`config.mk`:
```
export PLATFORM = sky130hd
export DESIGN_NAME = rag8_gamma
export DESIGN_NICKNAME = d
export VERILOG_FILES = /design/src/rtl/rag8_pkg.sv /design/src/rtl/rag8_gamma.sv
export SDC_FILE = /design/constraint.sdc
export NUM_CORES = 1
export LEC_CHECK = 0
export BUFFER_PORTS_ARGS = -buffer_cell sky130_fd_sc_hd__buf_2
export CORE_MARGIN = 2
export CORE_UTILIZATION = 35
export DETAILED_ROUTE_END_ITERATION = 8
export PLACE_DENSITY_LB_ADDON = 0.12
export SETUP_SLACK_MARGIN = 0.2
export SLEW_MARGIN = 10
export SYNTH_ARGS = -nofsm -noshare
export SYNTH_HDL_FRONTEND = slang
export SYNTH_SLANG_ARGS = --single-unit
```
`constraint.sdc`:
```
create_clock -name i_clk -period 4 [get_ports i_clk]
set_clock_uncertainty 0.05 [all_clocks]
set_input_delay 1.2 -clock i_clk [delete_from_list [all_inputs] [get_ports i_clk]]
set_output_delay 1.2 -clock i_clk [all_outputs]
set_load 0.05 [all_outputs]
```
`src/rtl/rag8_pkg.sv`:
```
// ---------------------------------------------------------------------------
// rag8_pkg
// Types, constants and the gamma threshold function for the RGB8 converter.
// ---------------------------------------------------------------------------
`timescale 1ns / 1ps

package rag8_pkg;

    localparam int LUT_INDEX_BITS_DEF = 12;
    localparam int SUM_W              = 32;
    localparam int BYTE_W             = 8;
    localparam int NUM_CH             = 3;
    localparam int GAMMA_STEPS        = 8;
    localparam int GAMMA_LEVELS       = 256;
    localparam logic [BYTE_W-1:0] BYTE_MAX = 8'hFF;
    localparam logic [BYTE_W-1:0] BYTE_TOP = 8'h80;

    typedef struct packed {
        logic signed [SUM_W-1:0] red_sum;
        logic signed [SUM_W-1:0] green_sum;
        logic signed [SUM_W-1:0] blue_sum;
        logic        [SUM_W-1:0] weight;
    } t_pix_in;

    typedef struct packed {
        logic [BYTE_W-1:0] red_byte;
        logic [BYTE_W-1:0] green_byte;
        logic [BYTE_W-1:0] blue_byte;
    } t_pix_out;

    typedef struct packed {
        logic              valid;
        logic [NUM_CH-1:0] zero;
        logic [NUM_CH-1:0] full;
    } t_ch_ctl;

    // Smallest index whose gamma byte reaches v.
    function automatic logic [16:0] rag8_threshold(input int v, input int idx_bits);
        logic [199:0] rhs;
        logic [199:0] lhs;
        int lo;
        int hi;
        int mid;
        int k;
        rhs = 200'(1);
        for (k = 0; k < 11; k++) begin
            rhs = rhs * 200'(v);
        end
        rhs = rhs << (5 * idx_bits);
        lo = 0;
        hi = 1 << idx_bits;
        while (lo < hi) begin
            mid = (lo + hi) >> 1;
            lhs = 200'(1);
            for (k = 0; k < 5; k++) begin
                lhs = lhs * 200'(mid);
            end
            for (k = 0; k < 11; k++) begin
                lhs = lhs * 200'(255);
            end
            if (lhs >= rhs) begin
                hi = mid;
            end else begin
                lo = mid + 1;
            end
        end
        return 17'(lo);
    endfunction

endpackage

```
`src/rtl/rag8_gamma.sv`:
```
// ---------------------------------------------------------------------------
// rag8_gamma
// Gamma curve by bitwise search over a threshold table, one bit per stage.
// ---------------------------------------------------------------------------
`timescale 1ns / 1ps

module rag8_gamma #(
    parameter int IDX_BITS = rag8_pkg::LUT_INDEX_BITS_DEF
) (
    input  logic                  i_clk,
    input  logic                  i_rst_n,
    input  rag8_pkg::t_ch_ctl     i_ctl,
    input  logic [IDX_BITS-1:0]   i_idx [rag8_pkg::NUM_CH],
    output logic                  o_valid,
    output rag8_pkg::t_pix_out    o_pix
);
    import rag8_pkg::*;

    logic [IDX_BITS:0]   thr   [GAMMA_LEVELS];
    logic [BYTE_W-1:0]   r_v   [1:GAMMA_STEPS][NUM_CH];
    logic [IDX_BITS-1:0] r_idx [1:GAMMA_STEPS][NUM_CH];
    t_ch_ctl             r_ctl [1:GAMMA_STEPS];
    logic [BYTE_W-1:0]   n_byte [NUM_CH];
    logic                r_valid;
    t_pix_out            r_pix;

    for (genvar v = 0; v < GAMMA_LEVELS; v++) begin : g_thr
        localparam logic [IDX_BITS:0] THR = (IDX_BITS + 1)'(rag8_threshold(v, IDX_BITS));
        assign thr[v] = THR;
    end

    for (genvar k = 0; k < GAMMA_STEPS; k++) begin : g_step
        logic [BYTE_W-1:0]   w_v   [NUM_CH];
        logic [IDX_BITS-1:0] w_idx [NUM_CH];
        t_ch_ctl             w_ctl;

        if (k == 0) begin : g_first
            assign w_ctl = i_ctl;
            for (genvar c = 0; c < NUM_CH; c++) begin : g_ch
                assign w_v[c]   = '0;
                assign w_idx[c] = i_idx[c];
            end
        end else begin : g_rest
            assign w_ctl = r_ctl[k];
            for (genvar c = 0; c < NUM_CH; c++) begin : g_ch
                assign w_v[c]   = r_v[k][c];
                assign w_idx[c] = r_idx[k][c];
            end
        end

        for (genvar c = 0; c < NUM_CH; c++) begin : g_ch
            logic [BYTE_W-1:0] w_cand;
            logic [BYTE_W-1:0] n_v;

            always_comb begin
                w_cand = w_v[c] | (BYTE_TOP >> k);
                n_v    = (thr[w_cand] <= {1'b0, w_idx[c]}) ? w_cand : w_v[c];
            end

            always_ff @(posedge i_clk) begin
                r_v[k+1][c]   <= n_v;
                r_idx[k+1][c] <= w_idx[c];
            end
        end

        always_ff @(posedge i_clk) begin
            if (!i_rst_n) begin
                r_ctl[k+1] <= '0;
            end else begin
                r_ctl[k+1] <= w_ctl;
            end
        end
    end

    always_comb begin
        for (int c = 0; c < NUM_CH; c++) begin
            if (r_ctl[GAMMA_STEPS].zero[c]) begin
                n_byte[c] = '0;
            end else if (r_ctl[GAMMA_STEPS].full[c]) begin
                n_byte[c] = BYTE_MAX;
            end else begin
                n_byte[c] = r_v[GAMMA_STEPS][c];
            end
        end
    end

    always_ff @(posedge i_clk) begin
        if (!i_rst_n) begin
            r_valid <= 1'b0;
        end else begin
            r_valid <= r_ctl[GAMMA_STEPS].valid;
        end
    end

    always_ff @(posedge i_clk) begin
        r_pix.red_byte   <= n_byte[0];
        r_pix.green_byte <= n_byte[1];
        r_pix.blue_byte  <= n_byte[2];
    end

    assign o_valid = r_valid;
    assign o_pix   = r_pix;

endmodule

```
# Yosys cells after proc, flatten, opt, wreduce, memory -nomap -nowiden
# Memory sizes are Yosys's and may differ from the RTL's.
# Index checks and enable logic that the tools add are counted.
# Widths: inputs -> output; s select.
dict set report word_totals {
  in_bits 45
  register_bits 25
  rom_bits 69888
  mem_bits_rw 536
  output_inout_bits 25
  word_cells 181
  memories 24
}
# name words width rd rd_clocked_by_memory_dff wr line_no
set memory_table {}
lappend memory_table {{(no name shown)} 256 13 1 0 0 rag8_gamma.sv:57} ;# n_v = (thr[w_cand] <= {1'b0, w_idx[c]}) ? w_cand : w_v[c];
lappend memory_table {{(no name shown)} 256 13 1 0 0 rag8_gamma.sv:57}
lappend memory_table {{(no name shown)} 256 13 1 0 0 rag8_gamma.sv:57}
lappend memory_table {{(no name shown)} 256 13 1 0 0 rag8_gamma.sv:57}
lappend memory_table {{(no name shown)} 256 13 1 0 0 rag8_gamma.sv:57}
lappend memory_table {{(no name shown)} 256 13 1 0 0 rag8_gamma.sv:57}
lappend memory_table {{+18 memories} - - - - - -}
dict set report op_classes {
  bitwise 29
  muxes 79
  n_lt_le_gt_ge 45
}
# operator count
set op_table {}
lappend op_table {{$mux 13} 42}
lappend op_table {{$le 13x12->1} 21}
lappend op_table {{$ge 9x9->1 const B} 21}
lappend op_table {{$not 8->9} 21}
lappend op_table {{$mux 7} 11}
lappend op_table {{$mux 8} 6}
lappend op_table {{$le 10x12->1 const A} 3}
lappend op_table {{$mux 6} 3}
lappend op_table {{$mux 5} 3}
lappend op_table {{$mux 4} 3}
lappend op_table {{$mux 3} 3}
lappend op_table {{$or 1x1->1} 8}
lappend op_table {{$mux 2} 3}
lappend op_table {{$mux 1} 5}

# Longest topological paths before layout
# An unclocked memory read counts as a cell.
dict set report logic_depth {
  depth_word 7
  ltp_mapped 15
  ltp_nobuf 13
}

# Least setup slack after synthesis
# Ideal clock, no wire load.
dict set report synth_path {
  path_type {flip-flop to flip-flop}
  startpoint {register r_v[0][169] (netlist name)}
  endpoint {register r_v[0][192] (netlist name)}
  t_required_ns 3.876
  arrival_ns 3.170
  path_buffers 2
  synth_period_minus_slack_ns 3.294
  stages_incl_launch_ff 15
  slack_ns 0.706
  setup_ns 0.074
  cell_sequence {dfxtp_1 > clkbuf_1 > inv_1 > ha_1 > clkbuf_1 > nand2_1 > a311o_1 > a32o_1 > o21ai_0 > ha_1 > nand4_1 > nor2_1 > a2111oi_0 > o211ai_1 > o21ai_0}
}

==> impl_metrics.env <==
export IMPL_cts_hold_fix_buffers=0
export IMPL_required_ns=4.49
export IMPL_antenna_cells=0
export IMPL_slew_viol_final=0
export IMPL_synth_async_reset_ratio_pct=0
export IMPL_clockRootBuffer="clkbuf_16"
export IMPL_initial_core_util_pct=35.41
export IMPL_syn_inst=3298
export IMPL_hp_class="reg2reg"
export IMPL_p_leak_uw=0.01398
export IMPL_cp_slowest_cell="ha_1"
export IMPL_dieArea_um2=80750
export IMPL_grt_max_degree=61
export IMPL_clockBufferDepth=3
export IMPL_period_needed_ns=3.509
export IMPL_synth_warnings=0
export IMPL_synth_cells_most_frequent="dfxtp_1, ha_1, inv_1, nor2_1, o21ai_0"
export IMPL_setup_violations_final=0
export IMPL_numPortBuffers=69
export IMPL_ios=70
export IMPL_area_delta_synth_final_pct=11.50
export IMPL_syn_nets=3709
export IMPL_insertion_delay_ns=0.62
export IMPL_routed_wl_met2_um=34840
export IMPL_layout_nets=3691
export IMPL_synth_top_area_share_pct=32.13
export IMPL_cpPeakStageDelay_ns=0.48
export IMPL_top_layer_used="met4"
export IMPL_maxCapViolations=0
export IMPL_seq_area_frac_synth_pct=32.13
export IMPL_critPathKind="reg2reg"
export IMPL_antenna_found_initial=0
export IMPL_max_vdd_ir_drop_uv=316.0
export IMPL_p_per_area_nw_per_um2=560.5
export IMPL_crit_fanout=11
export IMPL_vias_per_cell=5.382
export IMPL_vias=23471
export IMPL_drt_pre_antenna_iters=5
export IMPL_end_kind="flip-flop"
export IMPL_synth_edff_count=0
export IMPL_cts_tree="yes"
export IMPL_grt_setup_unrepaired="false"
export IMPL_stdcell_area_um2=30630
export IMPL_h_tree_depth=2
export IMPL_clkTransAtPathRegs_ns=0.06
export IMPL_yosysMostFrequentCell="dfxtp_1"
export IMPL_tns_ns=0
export IMPL_outcome="finished, final reports clean"
export IMPL_yosysUniqueCellTypes=75
export IMPL_antenna_left=0
export IMPL_ys_ff_latch=441
export IMPL_gr_total_overflow=0
export IMPL_synthFlopType="dfxtp_1"
export IMPL_crit_buf_inv=1
export IMPL_route_met3_wl_um=4056
export IMPL_cts_setup_buffers=0
export IMPL_cts_sinks=441
export IMPL_grt_pass1_wl_um=121300
export IMPL_synth_top_cell_by_area="dfxtp_1"
export IMPL_place_area_um2=28780
export IMPL_core_area_um2=77590
export IMPL_first_iter_violations=2017
export IMPL_hold_viol_final=0
export IMPL_routedWlPerCell_um=17.17
export IMPL_yosys_top_cells_area="dfxtp_1, ha_1, o21ai_0"
export IMPL_grt_pass1_vias=22861
export IMPL_netlist_area_um2=27470
export IMPL_syn_area_per_cell_um2=8.330
export IMPL_fin_crit_sh_pct=87.72
export IMPL_path_cells="inv_1, ha_1, a21oi_1, or3_1, a31o_2, a221oi_1, a31oi_1, ha_1, nand3_1, nor3_1, nand3_1, or3_1, o21ai_0"
export IMPL_hold_slack_ns=0.2931
export IMPL_fmax_mhz=285.0
export IMPL_wl_met1_um=34010
export IMPL_relSlewSlack_pct=32.04
export IMPL_drcViolationCount=0
export IMPL_wl_um=74890
export IMPL_crit_family="simple AND/OR/NAND/NOR gates"
export IMPL_die_h_um=284.2
export IMPL_gr_usage_all_layers_pct=17.99
export IMPL_cp_arrival_ns=4.00
export IMPL_dpl_hpwl_um=55210
export IMPL_tightest_slew_ns=1.019
export IMPL_drive_gt1_share_pct=9.274
export IMPL_die_w_um=284.2
export IMPL_critPathLaunchType="flip-flop"
export IMPL_gp_congestion=0.9240
export IMPL_cts_buffers_inserted=53
export IMPL_rows=102
where the power goes:
group          internal (uW)  switching, uW  total, uW
Combinational           2710           4160       6870
Sequential              4780            486       5270
Clock                   3050           1990       5030
state kept, by name (all words and copies together), names as in the netlist:
name,flops
r_ctl,56
r_idx,252
o_pix,24
r_v,108
o_valid,1
worst paths after layout:
path                              startpoint            to  slack (ns)  cells past startpoint
worst max-delay path             r_v[0][185]   r_v[0][208]        0.49                     13
worst min-delay path            r_idx[0][57]  r_idx[0][93]        0.29                      0
worst max register to register   r_v[0][185]   r_v[0][208]        0.49                     13
worst min register to register  r_idx[0][57]  r_idx[0][93]        0.29                      0
layer usage:
| metal | up-vias | global-route usage, % |
|---|---|---|
| met5 | - | 0 |
| met4 | 0 | 5.605 |
| met3 | 149 | 2.408 |
| met2 | 774 | 29.87 |
| met1 | 10949 | 24.14 |
| li1 | 11599 | - |
cells in the final DEF (no fill, tap or decap), types with 51 or more instances in the layout:
cell type	netlist	final
buf_2	54	69
nand3_1	54	54
nor2b_1	93	93
nand2b_1	51	51
buf_4	9	71
nor3_1	62	62
o211ai_1	52	52
inv_1	310	310
and2_1	77	77
nor2_1	251	251
nand2_1	230	230
ha_1	366	366
dfxtp_1	441	434
clkbuf_16	0	53
o21ai_0	233	233
a21oi_1	223	223
cells by family (layout without fill, tap and decap cells):
logic type	after synthesis	in the layout	synth area share (%)
AND/OR/NAND/NOR	936	936	16.69
AO/OA/AOI/OAI	917	917	21.48
buffers and inverters	530	553	7.665
flip-flops	441	441	32.13
adder cells (fa/ha/maj)	366	366	16.67
multiplexers	88	88	4.700
XOR/XNOR	20	20	0.6649
timing repair:
action	in CTS	in global routing
hold endpoints to repair	0	0
resized for setup	0	1
setup endpoints to repair	0	1
cell type report:
| class | count | area [um^2] |
|---|---|---|
| Clock buffer | 63 | 1404 |
| Clock inverter | 33 | 450.4 |
| Fill cell | 7908 | 46960 |
| Inverter | 315 | 1182 |
| Multi-Input combinational cell | 2327 | 16540 |
| Sequential cell | 441 | 8837 |
| Tap cell | 1040 | 1301 |
| Timing Repair Buffer | 142 | 918.4 |
stage by stage:
stage                     utilization, %  total power, uW  cells  worst slack [ns]
after floorplan                        -            10200   3298            0.7056
after global placement             37.09            12100   4265            0.4588
after detailed placement           37.09            12140   4265            0.3382
after CTS                          39.48            17300   4361            0.3194
after global routing               39.48            18370   4361            0.2615
final                              39.48            17170   4361            0.4912
No activity file was read; power rests on OpenSTA's default activity.
