**src/rtl/rag8_pkg.sv**
```systemverilog
// ---------------------------------------------------------------------------
// rag8_pkg
// Types, constants and the gamma threshold function for the RGB8 converter.
// ---------------------------------------------------------------------------
`timescale 1ns / 1ps

package rag8_pkg;

    localparam int LUT_INDEX_BITS_DEF = 12;
    localparam int SUM_W              = 32;
    localparam int BYTE_W             = 8;
    localparam int NUM_CH             = 3;
    localparam int GAMMA_STEPS        = 8;
    localparam int GAMMA_LEVELS       = 256;
    localparam logic [BYTE_W-1:0] BYTE_MAX = 8'hFF;
    localparam logic [BYTE_W-1:0] BYTE_TOP = 8'h80;

    typedef struct packed {
        logic signed [SUM_W-1:0] red_sum;
        logic signed [SUM_W-1:0] green_sum;
        logic signed [SUM_W-1:0] blue_sum;
        logic        [SUM_W-1:0] weight;
    } t_pix_in;

    typedef struct packed {
        logic [BYTE_W-1:0] red_byte;
        logic [BYTE_W-1:0] green_byte;
        logic [BYTE_W-1:0] blue_byte;
    } t_pix_out;

    typedef struct packed {
        logic              valid;
        logic [NUM_CH-1:0] zero;
        logic [NUM_CH-1:0] full;
    } t_ch_ctl;

    // Smallest index whose gamma byte reaches v.
    function automatic logic [16:0] rag8_threshold(input int v, input int idx_bits);
        logic [199:0] rhs;
        logic [199:0] lhs;
        int lo;
        int hi;
        int mid;
        int k;
        rhs = 200'(1);
        for (k = 0; k < 11; k++) begin
            rhs = rhs * 200'(v);
        end
        rhs = rhs << (5 * idx_bits);
        lo = 0;
        hi = 1 << idx_bits;
        while (lo < hi) begin
            mid = (lo + hi) >> 1;
            lhs = 200'(1);
            for (k = 0; k < 5; k++) begin
                lhs = lhs * 200'(mid);
            end
            for (k = 0; k < 11; k++) begin
                lhs = lhs * 200'(255);
            end
            if (lhs >= rhs) begin
                hi = mid;
            end else begin
                lo = mid + 1;
            end
        end
        return 17'(lo);
    endfunction

endpackage

```
**src/rtl/rag8_divider.sv**
```systemverilog
// ---------------------------------------------------------------------------
// rag8_divider
// Classify channels, then restoring division, one quotient bit per stage.
// ---------------------------------------------------------------------------
`timescale 1ns / 1ps

module rag8_divider #(
    parameter int IDX_BITS = rag8_pkg::LUT_INDEX_BITS_DEF
) (
    input  logic                  i_clk,
    input  logic                  i_rst_n,
    input  logic                  i_valid,
    input  rag8_pkg::t_pix_in     i_pix,
    output rag8_pkg::t_ch_ctl     o_ctl,
    output logic [IDX_BITS-1:0]   o_idx [rag8_pkg::NUM_CH]
);
    import rag8_pkg::*;

    logic [SUM_W-1:0]    w_sum [NUM_CH];
    logic [SUM_W-1:0]    r_rem [0:IDX_BITS][NUM_CH];
    logic [IDX_BITS-1:0] r_q   [0:IDX_BITS][NUM_CH];
    logic [SUM_W-1:0]    r_w   [0:IDX_BITS];
    t_ch_ctl             r_ctl [0:IDX_BITS];
    t_ch_ctl             n_ctl;

    assign w_sum[0] = i_pix.red_sum;
    assign w_sum[1] = i_pix.green_sum;
    assign w_sum[2] = i_pix.blue_sum;

    always_comb begin
        n_ctl.valid = i_valid;
        for (int c = 0; c < NUM_CH; c++) begin
            n_ctl.zero[c] = (i_pix.weight == '0) || w_sum[c][SUM_W-1] || (w_sum[c] == '0);
            n_ctl.full[c] = !n_ctl.zero[c] && (w_sum[c] >= i_pix.weight);
        end
    end

    always_ff @(posedge i_clk) begin
        if (!i_rst_n) begin
            r_ctl[0] <= '0;
        end else begin
            r_ctl[0] <= n_ctl;
        end
    end

    always_ff @(posedge i_clk) begin
        r_w[0] <= i_pix.weight;
        for (int c = 0; c < NUM_CH; c++) begin
            r_rem[0][c] <= w_sum[c];
            r_q[0][c]   <= '0;
        end
    end

    for (genvar s = 0; s < IDX_BITS; s++) begin : g_div
        for (genvar c = 0; c < NUM_CH; c++) begin : g_ch
            logic [SUM_W:0]      w_shift;
            logic                w_ge;
            logic [SUM_W-1:0]    n_rem;
            logic [IDX_BITS-1:0] n_q;

            always_comb begin
                w_shift = {r_rem[s][c], 1'b0};
                w_ge    = w_shift >= {1'b0, r_w[s]};
                n_rem   = w_ge ? SUM_W'(w_shift - {1'b0, r_w[s]}) : w_shift[SUM_W-1:0];
                n_q     = {r_q[s][c][IDX_BITS-2:0], w_ge};
            end

            always_ff @(posedge i_clk) begin
                r_rem[s+1][c] <= n_rem;
                r_q[s+1][c]   <= n_q;
            end
        end

        always_ff @(posedge i_clk) begin
            r_w[s+1] <= r_w[s];
        end

        always_ff @(posedge i_clk) begin
            if (!i_rst_n) begin
                r_ctl[s+1] <= '0;
            end else begin
                r_ctl[s+1] <= r_ctl[s];
            end
        end
    end

    assign o_ctl = r_ctl[IDX_BITS];
    assign o_idx = r_q[IDX_BITS];

endmodule

```
**config.mk**
```make
export PLATFORM = sky130hd
export DESIGN_NAME = rag8_divider
export DESIGN_NICKNAME = d
export VERILOG_FILES = /design/src/rtl/rag8_pkg.sv /design/src/rtl/rag8_divider.sv
export SDC_FILE = /design/constraint.sdc
export NUM_CORES = 2
export LEC_CHECK = 0
export BUFFER_PORTS_ARGS = -buffer_cell sky130_fd_sc_hd__buf_2
export CELL_PAD_IN_SITES_DETAIL_PLACEMENT = 1
export CELL_PAD_IN_SITES_GLOBAL_PLACEMENT = 2
export CORE_MARGIN = 3
export CORE_UTILIZATION = 41
export CTS_CLUSTER_DIAMETER = 100
export DETAILED_ROUTE_END_ITERATION = 7
export GPL_TIMING_DRIVEN = 0
export PLACE_DENSITY = 0.91
export SETUP_SLACK_MARGIN = 0.15
export SLEW_MARGIN = 15
export SYNTH_ARGS = -nofsm -noshare
export SYNTH_HDL_FRONTEND = slang
export SYNTH_SLANG_ARGS = --single-unit
```
**constraint.sdc**
```tcl
create_clock -name i_clk -period 5.1 [get_ports i_clk]
set_clock_uncertainty 0.05 [all_clocks]
set_input_delay 1.275 -clock i_clk [delete_from_list [all_inputs] [get_ports i_clk]]
set_output_delay 1.275 -clock i_clk [all_outputs]
set_load 0.05 [all_outputs]
```
-- After elaboration in Yosys (flattened, before gate mapping)
Memory sizes are Yosys's and may differ from the RTL's.
Cells that the tools add are included.
- register bits after elaboration: 0
- bits in writable memories: 2223
- input bits: 131
- output and inout bits: 43
- memories: 4
- add/sub/neg operators: 36
- magnitude comparators: 39
- muxes and demuxes: 51
- bitwise gates (word level): 13
- reductions and logical operators: 16
- memories (memory ; words ; width ; read ports ; clocked after memory_dff ; wr ports ; RTL line ; text):
    r_rem ; 13 ; 96 ; 12 ; 0 ; 13 ; rag8_divider.sv:20 ; logic [SUM_W-1:0] r_rem [0:IDX_BITS][NUM_CH];
    r_q ; 13 ; 36 ; 13 ; 0 ; 13 ; rag8_divider.sv:21 ; logic [IDX_BITS-1:0] r_q [0:IDX_BITS][NUM_CH];
    r_w ; 13 ; 32 ; 12 ; 0 ; 13 ; rag8_divider.sv:22 ; logic [SUM_W-1:0] r_w [0:IDX_BITS];
    r_ctl ; 13 ; 7 ; 13 ; 0 ; 13 ; rag8_divider.sv:23 ; t_ch_ctl r_ctl [0:IDX_BITS];
- operators by type and width (cell ; count):
    33-bit by 32-bit greater-or-equal comparator with 1-bit output ; 36
    32-bit 2-to-1 mux ; 36
    32-bit subtractor ; 36
    32-bit zero test ; 4
    32-bit greater-or-equal comparator ; 3
    7-bit 2-to-1 mux ; 13
    1-bit bitwise OR ; 13
    1-bit logical OR ; 6
    1-bit logical AND ; 3
    1-bit zero test ; 3
    1-bit 2-to-1 mux ; 2

-- Depth between registers and ports, before layout
- depth in word-level cells: 6
- gate-level depth with buffers: 16

-- Least setup slack after synthesis
Ideal clock, no wire load.
- path type: flip-flop to flip-flop
- from: mem r_w[6][1], in the netlist r_w[0][193]
- to: mem r_rem[7][37] (netlist name)
- setup time: 0.121 ns
- arrival time: 3.571 ns
- required time: 4.929 ns
- slack: 1.359 ns
- cell stages (with the launch flop): 15
- period minus slack after synthesis: 3.741 ns
- path through: dfxtp_1 > inv_1 > ha_1 > nor2b_1 > o31a_1 > o21ai_1 > a211oi_1 > o22a_1 > a311o_1 > a31oi_2 > a31oi_1 > a211o_1 > a211oi_4 > buf_6 > mux2_2
- RTL lines (what ; RTL line):
    start, declared ; rag8_divider.sv:22
    end, declared ; rag8_divider.sv:20

==> flow_summary.json <==
{
  "multiInputGateArea_mm2": 0.0663,
  "place.gp.congestion": 1.02,
  "antenna_found_initial": 54,
  "slew_viol_final": 0,
  "rows": 186,
  "p_sw_share_pct": 46.7,
  "worst_slack_ns": 0.202,
  "crit_fanout": 10,
  "cts_sinks": 1861,
  "ctsHoldBuffers": 0,
  "setup_viol": 0,
  "synth_top_cell_by_area": "dfxtp_1",
  "synth-main-ff-cell": "dfxtp_1",
  "cts_max_level": 4,
  "grt_setup_unrepaired": "no",
  "routedWlPerCell_um": 27.5,
  "p_clk_share_pct": 16.8,
  "cap_violations": 0,
  "fp.coreArea_mm2": 0.258,
  "synth_cell_types": 92,
  "p_switching_uw": 44400,
  "drt_iter0_markers": 7458,
  "syn_avg_cell_area_um2": 8.85,
  "worstPathArrival_ns": 5.57,
  "layout-drive-gt1-share_pct": 9.41,
  "vias": 93923,
  "final_util_pct": 46.4,
  "cts_tree": "built",
  "detailed_place_hpwl_um": 366000,
  "place_worst_setup_slack_ns": -0.603,
  "fillers": 30100,
  "synth_warnings": 0,
  "grt_max_degree": 16,
  "tightest_slew_ns": 1.24,
  "die_w_um": 517,
  "synth_async_sr_flop_share_pct": 0,
  "initial_core_util_pct": 41.5,
  "leakagePower_uw": 0.0540,
  "crit_type": "reg -> reg",
  "p_comb_share_pct": 56.7,
  "drc_errors": 0,
  "hold_viol_final": 0,
  "io-pin-count": 174,
  "ant_nets": 0,
  "syn_nets": 13505,
  "ys_seq_elements": 1861,
  "grt_pass1_vias": 94011,
  "relSlewSlack_pct": 16.9,
  "power_frac_seq_pct": 26.5,
  "cellPowerDensity_mw_per_mm2": 794,
  "die_h_um": 517,
  "max_freq_ghz": 0.204,
  "internal_power_uw": 50800,
  "viasPerCell": 5.85,
  "insertion_delay_ns": 0.90,
  "synth_cells": 12096,
  "irDropWorstVdd_mv": 0.408,
  "regArea_mm2": 0.0373,
  "outcome": "finished clean",
  "finalCriticalPeriod_ns": 4.90,
  "syn2layout_area_growth_pct": 12.0,
  "syn_area_mm2": 0.107,
  "synth-edff-count": 0,
  "portBuffers": 172,
  "hp-class": "reg -> reg",
  "dr.pass1.iters": 5,
  "nets": 13897,
  "numCtsBuffers": 209,
  "end_kind": "register",
  "wl_um": 441000,
  "clk_path_buf_depth": 4,
  "clkTransAtPathRegs_ns": 0.06,
  "yosys.area.top_type_share_pct": 34.8,
  "start_kind": "register",
  "crit_required_ns": 5.77,
  "cts-root-buf": "clkbuf_16",
  "dieArea_mm2": 0.267,
  "post-route-period-util_pct": 96.0,
  "synth_area_leaders": "dfxtp_1 (35%), ha_1 (15%), a21oi_1 (5.3%), mux2_2 (4.5%), xnor2_1 (4.3%)",
  "grt_usage_pct": 31.8,
  "gr-total-overflow": 0,
  "grt_pass1_wl_um": 631000,
  "seq_area_frac_synth_pct": 34.8
}
power groups by stage:
stage	sequential (uW)	clock (uW)	combinational [uW]
6_report	25300	16000	54000
5_1_grt	25500	16900	58500
4_1_cts	25300	16300	52800
3_5_place_dp	25500	0	52000
2_1_floorplan	22800	0	36100
3_3_place_gp	25500	0	50800
path summary, 6_finish.rpt:
path	start	endpoint	depth (start not counted)	slack, ns
worst max-delay path	r_w[0][129]	r_rem[5][30]	15	0.20
worst max register to register	r_w[0][129]	r_rem[5][30]	15	0.20
worst min-delay path	r_q[7][26]	r_q[8][27]	0	0.27
worst min register to register	r_q[7][26]	r_q[8][27]	0	0.27
cells in the mapped netlist, drive strengths merged, types with 48 or more instances:
master / count
a211oi: 87
nor3: 119
o21ai: 872
xnor2: 530
clkbuf: 247
nand3: 219
buf: 56
nor4: 66
xor2: 341
o21bai: 128
ha: 1245
nor2: 800
a21o: 571
inv: 683
a31oi: 119
o211ai: 57
nand4: 160
a21oi: 1142
mux2: 434
o21a: 169
and3: 102
dfxtp: 1861
or3: 48
nor2b: 199
o31ai: 88
nand2b: 164
nand2: 878
and2: 144
cell usage in the layout (no fill, tap or decap), types with 48 or more instances in the layout:
cell and count:
nand4_1 160, xnor2_1 530, xor2_1 341, nand2_1 878
a21oi_1 1128, nand2b_1 164, ha_1 1245, o211ai_1 57
dfxtp_1 1859, o21bai_1 128, nor4_1 62, mux2_2 431
o31ai_1 83, nor2_1 799, or3_1 48, inv_1 682
o21ai_0 853, a211oi_1 83, clkbuf_16 211, buf_2 198
and2_1 143, nor2b_1 199, clkbuf_2 57, o21a_1 169
nand3_1 219, clkbuf_1 217, a21o_1 569, a31oi_1 113
and3_1 102, nor3_1 116
layout make-up:
class / count / share of cell area, %
multi-input cells: 9248 / 55.3
flip-flops and latches: 1861 / 31.1
clock buffers: 265 / 4.80
well taps: 3384 / 3.53
inverters: 684 / 2.14
clock inverters: 111 / 1.21
plain buffers: 301 / 1.11
repair buffers: 183 / 0.795
diodes: 25 / 0.0521
registers in the layout, indices dropped and copies added, names as in the netlist:
name,count
r_q,234
r_w,384
r_ctl,91
r_rem,1152
cells by family (layout without fill, tap and decap cells):
logic type	after synthesis	after routing	share of synthesized area, %
AO/OA/AOI/OAI	3633	3633	21.2
XOR/XNOR	871	871	7.12
adder cells (fa/ha/maj)	1278	1278	15.2
buffers and inverters	987	1544	3.54
flip-flops	1861	1861	34.8
multiplexers	460	460	4.81
other	0	25	0
AND/OR/NAND/NOR	3006	3006	13.4
routing by layer:
layer | wire length [um] | track usage, %
met3 | 29600 | 5.40
met4 | 22200 | 14.0
met2 | 193000 | 50.1
met1 | 196000 | 42.6
met5 | 48 | 0
per-stage QoR:
| step | area, um^2 | total power [uW] | TNS [ns] | std cells | hold slack [ns] |
|---|---|---|---|---|---|
| floorplan | 107000 | 58900 | 0 | 12096 | 0.260 |
| detailed placement | 112000 | 77500 | -59.26 | 15653 | 0.263 |
| finish | 120000 | 95300 | 0 | 16062 | 0.266 |
| CTS | 120000 | 94400 | 0 | 16035 | 0.258 |
| global route | 120000 | 101000 | 0 | 16041 | 0.269 |
| global placement | 112000 | 76200 | -48.19 | 15652 | 0.260 |
worst max-delay path, cell delays in order (launching register included):
cell and delay (ns):
dfxtp_1 0.52, inv_1 0.17, ha_1 0.33, nor2b_1 0.15, o31a_1 0.32, o311ai_1 0.45, a2111o_1 0.24, a21oi_1 0.08
o221a_2 0.28, o21ai_2 0.32, a21boi_1 0.44, o21ai_0 0.17, a41o_1 0.26, clkbuf_2 0.23, buf_4 0.29, mux2_2 0.42
timing repair:
item	4_1_cts	5_1_grt
pin swaps	3	1
setup buffers	7	3
endpoints found under the setup margin	487	575
resized for setup	65	116
(Power assumes the default switching activity.)
